### config.mk
export PLATFORM = sky130hd
export DESIGN_NAME = tjaik_isqrt
export DESIGN_NICKNAME = d
export VERILOG_FILES = /design/src/sv/tjaik_pkg.sv /design/src/sv/tjaik_isqrt.sv
export SDC_FILE = /design/constraint.sdc
export NUM_CORES = 2
export LEC_CHECK = 0
export BUFFER_PORTS_ARGS = -buffer_cell sky130_fd_sc_hd__buf_4
export CORE_MARGIN = 2
export CORE_UTILIZATION = 53
export DETAILED_ROUTE_END_ITERATION = 10
export GPL_TIMING_DRIVEN = 0
export PLACE_DENSITY = 0.69
export SLEW_MARGIN = 40
export SYNTH_ARGS = -nofsm -noshare
export SYNTH_HDL_FRONTEND = slang
export SYNTH_SLANG_ARGS = --single-unit
### constraint.sdc
create_clock -name clk -period 5 [get_ports clk]
set_input_delay 1 -clock clk [delete_from_list [all_inputs] [get_ports clk]]
set_output_delay 1 -clock clk [all_outputs]
set_load 0.005 [all_outputs]
### src/sv/tjaik_pkg.sv
// ----------------------------------------------------------------------------
// tjaik_pkg
// shared widths, angle constants, status and register codes for the arm solver
// ----------------------------------------------------------------------------
`default_nettype none

package tjaik_pkg;

	// fixed point and cordic setup
	localparam int FRAC_BITS     = 16;
	localparam int CORDIC_STAGES = 18;

	// cordic lane width and angle accumulator width (q30 radians)
	localparam int CW = 48;
	localparam int ZW = 34;

	// pipelined square root: one root bit per stage
	localparam int SQ_IN_W  = 56;
	localparam int SQ_OUT_W = SQ_IN_W / 2;
	localparam int SQ_LAT   = SQ_OUT_W;

	// normalize steps, then quadrant fold, then micro-rotations
	localparam int NORM_STEPS = 7;
	localparam int CORDIC_LAT = NORM_STEPS + CORDIC_STAGES + 2;

	// rounding from q30 to the output fraction
	localparam int RND_SH = 30 - FRAC_BITS;
	localparam int FR_W   = 21;

	localparam longint PI_Q30_L         = 64'sd3373259426;
	localparam longint HALF_PI_Q30_L    = 64'sd1686629713;
	localparam longint THREE_HALF_Q30_L = 64'sd5059889139;
	localparam longint ROUND_L          = 64'sd1 <<< (RND_SH - 1);

	localparam logic signed [ZW-1:0] PI_Q30      = ZW'(PI_Q30_L);
	localparam logic signed [ZW-1:0] HALF_PI_Q30 = ZW'(HALF_PI_Q30_L);
	localparam logic signed [ZW:0]   ROUND_Q30   = (ZW+1)'(ROUND_L);

	localparam logic signed [FR_W-1:0] PI_F =
		FR_W'((PI_Q30_L + ROUND_L) >>> RND_SH);
	localparam logic signed [FR_W-1:0] HALF_PI_F =
		FR_W'((HALF_PI_Q30_L + ROUND_L) >>> RND_SH);
	localparam logic signed [FR_W-1:0] THREE_HALF_PI_F =
		FR_W'((THREE_HALF_Q30_L + ROUND_L) >>> RND_SH);
	localparam logic signed [FR_W-1:0] ELBOW_C =
		FR_W'(((64'sd314159 <<< FRAC_BITS) + 64'sd50000) / 64'sd100000);

	// result status codes
	localparam logic [1:0] ST_OK       = 2'd0;
	localparam logic [1:0] ST_SINGULAR = 2'd1;
	localparam logic [1:0] ST_REACH    = 2'd2;

	// configuration register indexes
	localparam logic [1:0] REG_BASE_HEIGHT = 2'd0;
	localparam logic [1:0] REG_UPPER_LINK  = 2'd1;
	localparam logic [1:0] REG_FOREARM     = 2'd2;

	// atan(2^-i) in q30
	function automatic logic signed [ZW-1:0] atan_q30(input int i);
		case (i)
			0:  return ZW'(64'sd843314856);
			1:  return ZW'(64'sd497837829);
			2:  return ZW'(64'sd263043836);
			3:  return ZW'(64'sd133525158);
			4:  return ZW'(64'sd67021686);
			5:  return ZW'(64'sd33543515);
			6:  return ZW'(64'sd16775850);
			7:  return ZW'(64'sd8388437);
			8:  return ZW'(64'sd4194282);
			9:  return ZW'(64'sd2097149);
			10: return ZW'(64'sd1048575);
			11: return ZW'(64'sd524287);
			12: return ZW'(64'sd262143);
			13: return ZW'(64'sd131071);
			14: return ZW'(64'sd65535);
			15: return ZW'(64'sd32767);
			16: return ZW'(64'sd16383);
			17: return ZW'(64'sd8191);
			18: return ZW'(64'sd4095);
			19: return ZW'(64'sd2047);
			20: return ZW'(64'sd1023);
			21: return ZW'(64'sd511);
			22: return ZW'(64'sd255);
			23: return ZW'(64'sd127);
			24: return ZW'(64'sd63);
			25: return ZW'(64'sd31);
			26: return ZW'(64'sd15);
			27: return ZW'(64'sd7);
			default: return '0;
		endcase
	endfunction

	// normalize step k shifts left by norm_shift(k) while magnitude < 2^norm_exp(k)
	function automatic int norm_shift(input int k);
		case (k)
			0: return 32;
			1: return 16;
			2: return 8;
			3: return 4;
			4: return 2;
			default: return 1;
		endcase
	endfunction

	function automatic int norm_exp(input int k);
		case (k)
			0: return 8;
			1: return 24;
			2: return 32;
			3: return 36;
			4: return 38;
			5: return 39;
			default: return 40;
		endcase
	endfunction

endpackage

`default_nettype wire

### src/sv/tjaik_isqrt.sv
// ----------------------------------------------------------------------------
// tjaik_isqrt
// pipelined integer square root, floor result, one root bit per stage
// ----------------------------------------------------------------------------
`default_nettype none

module tjaik_isqrt (
	input  wire                              clk,
	input  wire                              en,
	input  wire  [tjaik_pkg::SQ_IN_W-1:0]    rad,
	output logic [tjaik_pkg::SQ_OUT_W-1:0]   root
);
	import tjaik_pkg::*;

	logic [SQ_IN_W-1:0] rem_s [SQ_LAT+1];
	logic [SQ_IN_W:0]   acc_s [SQ_LAT+1];

	assign rem_s[0] = rad;
	assign acc_s[0] = '0;

	for (genvar k = 0; k < SQ_LAT; k++) begin : g_bit
		localparam logic [SQ_IN_W:0] B = (SQ_IN_W+1)'(1) << (2 * (SQ_LAT - 1 - k));
		logic [SQ_IN_W:0] trial;
		assign trial = acc_s[k] + B;

		always_ff @(posedge clk) begin
			if (en) begin
				if ({1'b0, rem_s[k]} >= trial) begin
					rem_s[k+1] <= rem_s[k] - trial[SQ_IN_W-1:0];
					acc_s[k+1] <= (acc_s[k] >> 1) + B;
				end else begin
					rem_s[k+1] <= rem_s[k];
					acc_s[k+1] <= acc_s[k] >> 1;
				end
			end
		end
	end

	assign root = acc_s[SQ_LAT][SQ_OUT_W-1:0];

endmodule

`default_nettype wire

# [Word-level counts from Yosys, hierarchy flattened]
# Cells that the tools add are included.
[totals] romBits=0 out_inout_bits=28 register_bits=3079 latch_bits=0 mem_count=0 input_bits=58 mem_bits_rw=0
[op_classes] reduce_logical=0 eq_ne=0 bitwise=0 order_cmp=28 multipliers=0 mux=55 div_mod_pow=0 shift=0 addsub=81
[ops] op="$mux W56" n=53
[ops] op="$ge A56 B57 Y1" n=27
[ops] op="$sub A56 B56 Y56" n=26
[ops] op="$add A56 B11 Y57 const B" n=1
[ops] op="$add A56 B13 Y57 const B" n=1
[ops] op="$add A56 B15 Y57 const B" n=1
[ops] op="$add A56 B17 Y57 const B" n=1
[ops] op="$add A56 B19 Y57 const B" n=1
[ops] op="$add A56 B21 Y57 const B" n=1
[ops] op="$add A56 B23 Y57 const B" n=1
[ops] op="$add A56 B25 Y57 const B" n=1
[ops] op="$add A56 B27 Y57 const B" n=1
[ops] op="$add A56 B29 Y57 const B" n=1
[ops] op="$add A56 B3 Y57 const B" n=1
[ops] op="$add A56 B31 Y57 const B" n=1
[ops] op="$add A56 B33 Y57 const B" n=1
[ops] op="$add A56 B35 Y57 const B" n=1
[ops] op="$add A56 B37 Y57 const B" n=1
[ops] op="$add A56 B39 Y57 const B" n=1
[ops] op="$add A56 B41 Y57 const B" n=1
[ops] op="$add A56 B43 Y57 const B" n=1
[ops] op="$add A56 B45 Y57 const B" n=1
[ops] op="$add A56 B47 Y57 const B" n=1
[ops] op="$add A56 B49 Y57 const B" n=1
[ops] op="37 further kinds" n=37

# [Longest topological paths before layout]
[logic_depth] word_depth=3 mapped_depth=14 ltp_nobuf=12

# [Least setup slack after synthesis]
# No wires, ideal clock.
[synth_timing] path_type="register -> register" start="reg rem_s[194] in the netlist's numbering" end="reg rem_s[164] in the netlist's numbering (data pin)" setup_slack_ns=1.541 stages_incl_launch_ff=13 arrival_ns=3.192 required_ns=4.733 path_buffers=3 cell_sequence="edfxtp_1 ha_1 clkbuf_1 nand3_1 or4_1 or3_1 o221a_2 and2_1 buf_2 or3_1 buf_2 nor4b_2 xor2_1"
[synth_between] elab_chain_cells=2 elab_cells_between_ends=3 cone_classes="1 x add/sub; 1 x order compare; 1 x mux"
[synth_lines] element="start, declared" line_no="tjaik_isqrt.sv:15" rtl="logic [SQ_IN_W-1:0] rem_s [SQ_LAT+1];"
[synth_lines] element="start signal, assigned by index" line_no="tjaik_isqrt.sv:29" rtl="rem_s[k+1] <= rem_s[k] - trial[SQ_IN_W-1:0];"
[synth_lines] element="start signal, assigned by index" line_no="tjaik_isqrt.sv:32" rtl="rem_s[k+1] <= rem_s[k];"
[synth_lines] element="$sub A56 B56 Y56 / $ge A56 B57 Y1 (equally long branches)" line_no="tjaik_isqrt.sv:29, tjaik_isqrt.sv:28"
[synth_lines] element="$mux W56 (*)" line_no="tjaik_isqrt.sv:28" rtl="if ({1'b0, rem_s[k]} >= trial) begin"
# Every way passes the cells marked *; elsewhere a longest branch is shown, timed or not.
# A chain may end at the register's enable or synchronous reset.

# [Worst setup path in the final report]
[layout_timing] start="reg acc_s[413] in the netlist's numbering" end="reg rem_s[365] in the netlist's numbering (data pin)"
[layout_between] elab_chain_cells=3 elab_cells_between_ends=4 cone_classes="2 x add/sub; 1 x order compare; 1 x mux"
[layout_lines] element="start, declared" line_no="tjaik_isqrt.sv:16" rtl="logic [SQ_IN_W:0] acc_s [SQ_LAT+1];"
[layout_lines] element="start signal, assigned by index" line_no="tjaik_isqrt.sv:30" rtl="acc_s[k+1] <= (acc_s[k] >> 1) + B;"
[layout_lines] element="start signal, assigned by index" line_no="tjaik_isqrt.sv:33" rtl="acc_s[k+1] <= acc_s[k] >> 1;"
[layout_lines] element="$add A57 B13 Y57 (*)" line_no="tjaik_isqrt.sv:24" rtl="assign trial = acc_s[k] + B;"
[layout_lines] element="$sub A56 B56 Y56 / $ge A56 B57 Y1 (equally long branches)" line_no="tjaik_isqrt.sv:29, tjaik_isqrt.sv:28"
[layout_lines] element="$mux W56 (*)" line_no="tjaik_isqrt.sv:28"
# Marks and branches as above.

==> out/qor.csv <==
metric;value;unit
status;finished, final reports clean;
number of synthesized register bits;1918;
Post-synth EDFFs;1918;
total number of H-tree levels;4;
CP max FO;10;
Ports;86;
wire length on met3;12350;um
Final Setup Violations;0;
crit path time final;4649;ps
Final #Nets;8062;
Switching Share;0.2905;
slowest cell on the critical path;a221oi_1;
First-pass DRT Iterations;6;
initial core utilization;0.5348;
die height;420.5;um
Core ar.;171900;um^2
combinational power share;0.198;
Max Clk Rate;215.1;MHz
area grow syn2layout;11.61;%
final core occ;0.5969;
Pwr per Cell Area;445.7;nW/um^2
Final Max Tran Viols;0;
DP Area;96030;um^2
initial antenna violation count;7;
vias;58610;
Pleak;38.71;nW
maximum vdd drop;324.0;uV
Synth warnings;0;
CP Cell Sequence;inv_1, ha_1, o21ai_0, a221oi_1, a221oi_1, o2111a_1, o31ai_2, a211oi_1, clkbuf_1, clkbuf_1, o21ai_0;
relative slew slack;0.4298;
post-route ant nets;0;
Total Wirelength;214300;um
# rows;152;
maxcap violations;0;
largest family of logic cells by synthesized area;simple AND/OR/NAND/NOR gates;
synthesized area per cell;12.65;um^2
syn_nets;7761;
GRT Residual Overflow;0;
ys async rst share;0;
Worst Hold Class;primary input to register;
Finished Cell Area;102600;um^2
CTS Buf Count;195;
GRT Total Usage;0.2410;
RSZ-0062 raised after global routing;no;
mux cell area share after synthesis;0.008859;
Die X;420.5;um
number of global-route vias before repair;56913;
hold_buf cts;0;
Seq pwr share;0.479;
share of post-route cells with drive strength above 1;0.07664;
internal cell power;32.45;mW
Clock power frac;0.323;
CTS root buf;clkbuf_16;
CP Capture Type;register;
die area;176800;um^2
hpwl dp;160500;um
xor and xnor area share after synthesis;0.06268;
simple logic cell fraction of the synthesized area;0.1181;
vias per cell;5.832;
Critical Path RT;5490;ps
GPL Wtd Cong;0.9075;
Clock Latency Late Sink;850;ps
met1 WL;94910;um
Compound-Gate Fraction of Synth Area;0.09370;
Mapped Area;91940;um^2
IO buf count;85;
CP startpoint kind;register;
kind of critical path;register to register;
sequential element share of the synthesized area;0.6264;
largest net degree at the start of global routing;127;
adder-cell area share of the yosys netlist;0.05879;
DR WL/cell;21.33;um
switching power;13.29;mW
starting DRC count in detailed routing;5351;
DRC Markers;0;
Post-CTS Setup Inserts;0;
routed wl met2;102700;um
Setup Skew;76.93;ps
clock buffer depth;3;
unique cell type count in the Yosys netlist;98;
Hold Violations, Final;0;
data arrival time of the critical path;5140;ps
cell count after synthesis;7271;
Clock Pin Slew Worst Setup and Hold Paths;60;ps
part of the cycle the worst path needs;0.9297;
TNS Setup;0;ps
CTS Sinks;1918;
first-pass GRT wire length;328700;um
Top FF cell, synth;edfxtp_1;
Tightest Pin Transition;847.5;ps
CTS tree;done;
highest cell delay on the worst timing path;720;ps
highest metal used;met4;
what timing repair did:
action	CTS	global route
pin swaps	0	0
setup endpoints to repair	2	9
gates resized for setup	1	3
hold endpoints to repair	0	0
cells in the final DEF, fill, tap and decap left out, drive strengths merged, types with 62 or more instances in the layout:
cell and count:
nor4 273, inv 545, edfxtp 1918, nand4 117
nand2 472, or3 65, xnor2 333, xor2 325
clkbuf 359, nor3 193, o21ai 348, nand2b 79
a21oi 437, buf 161, a21o 180, mux2 62
nand3 112, ha 432, nor2 434, o21a 67
clkinv 96
cells by family after synthesis:
group,after synthesis
DFF,1918
AOI/OAI and AO/OA,1371
muxes,71
and+or+nand+nor,2089
xor gates and xnor gates,658
buffers and inverters,732
adders and majority gates,432
layout make-up:
class,instances,area (um^2)
multi-input cells,4621,31550
diodes,2,5.005
repair buffers,104,1136
fillers,13574,69310
inverters,542,2034
plain buffers,190,860.8
well taps,2310,2890
clock buffers,226,5017
clock inverters,136,1528
flip-flops and latches,1918,57600
path summary, 6_finish.rpt:
check                             from               endpoint  slack (ps)  depth (start not counted)
setup / recovery  acc_s[413]$_DFFE_PP_   rem_s[365]$_DFFE_PP_         350                         11
hold / removal                 rad[14]  rem_s[1526]$_DFFE_PP_         330                          1
setup reg to reg  acc_s[413]$_DFFE_PP_   rem_s[365]$_DFFE_PP_         350                         11
hold reg to reg   acc_s[590]$_DFFE_PP_   acc_s[532]$_DFFE_PP_         410                          0
power groups by stage:
| stage | registers [mW] | logic (mW) | clock network, mW |
|---|---|---|---|
| 6_report | 21.9 | 9.07 | 14.8 |
| 3_3_place_gp | 22.7 | 8.79 | 0 |
| 4_1_cts | 21.9 | 9.01 | 15.0 |
| 5_1_grt | 22.1 | 10.1 | 15.7 |
| 2_1_floorplan | 21.5 | 6.61 | 0 |
| 3_5_place_dp | 22.2 | 8.94 | 0 |
sequential cells by signal, indices dropped and copies added, names as in the netlist:
name   count
root      28
rem_s   1512
acc_s    378
synth_stat cells, types with 26 or more instances:
| cell type | count | share of area |
|---|---|---|
| nor3_1 | 193 | 0.011 |
| inv_1 | 538 | 0.022 |
| clkbuf_1 | 131 | 0.0053 |
| nand3_1 | 112 | 0.0061 |
| a31oi_1 | 32 | 0.0022 |
| o21a_1 | 67 | 0.0055 |
| nand2_1 | 472 | 0.019 |
| a21o_1 | 180 | 0.015 |
| mux2_2 | 55 | 0.0067 |
| o31ai_1 | 27 | 0.0022 |
| nand2b_1 | 79 | 0.0054 |
| or2_2 | 33 | 0.0022 |
| a21oi_1 | 437 | 0.024 |
| and3_1 | 45 | 0.0031 |
| nor4b_1 | 36 | 0.0034 |
| nor2_1 | 433 | 0.018 |
| or4_1 | 49 | 0.0040 |
| xor2_1 | 325 | 0.031 |
| o21ai_0 | 339 | 0.018 |
| edfxtp_1 | 1918 | 0.63 |
| xnor2_1 | 333 | 0.032 |
| nand4_1 | 117 | 0.0080 |
| nor4_1 | 272 | 0.019 |
| a211oi_1 | 37 | 0.0030 |
| ha_1 | 432 | 0.059 |
| buf_4 | 29 | 0.0024 |
| o21bai_1 | 26 | 0.0021 |
| or3_1 | 64 | 0.0044 |
| nor2b_1 | 58 | 0.0039 |
routing by layer:
layer,vias up,global-route usage
met5,-,0
li1,27860,-
met3,326,0.03790
met4,0,0.05838
met2,1614,0.3982
met1,28810,0.3351
worst max-delay path, delay by kind of cell, from the launching register on:
kind,cells,cell delay [ps]
AO/OA/AOI/OAI,7,2260
buffers and inverters,3,1210
flip-flops,1,480
adder cells (fa/ha/maj),1,330
through the flow:
step	cells	power, mW	hold WS [ps]	worst slack, ps
global placement	9666	31.50	424.6	-13610
detailed placement	9684	31.16	427.8	29.61
CTS	10046	45.96	263.6	180.6
floorplan	7271	28.10	416.6	1541
global route	10047	47.89	274.3	86.45
finish	10049	45.74	332.5	351.5
(Power assumes the default switching activity.)
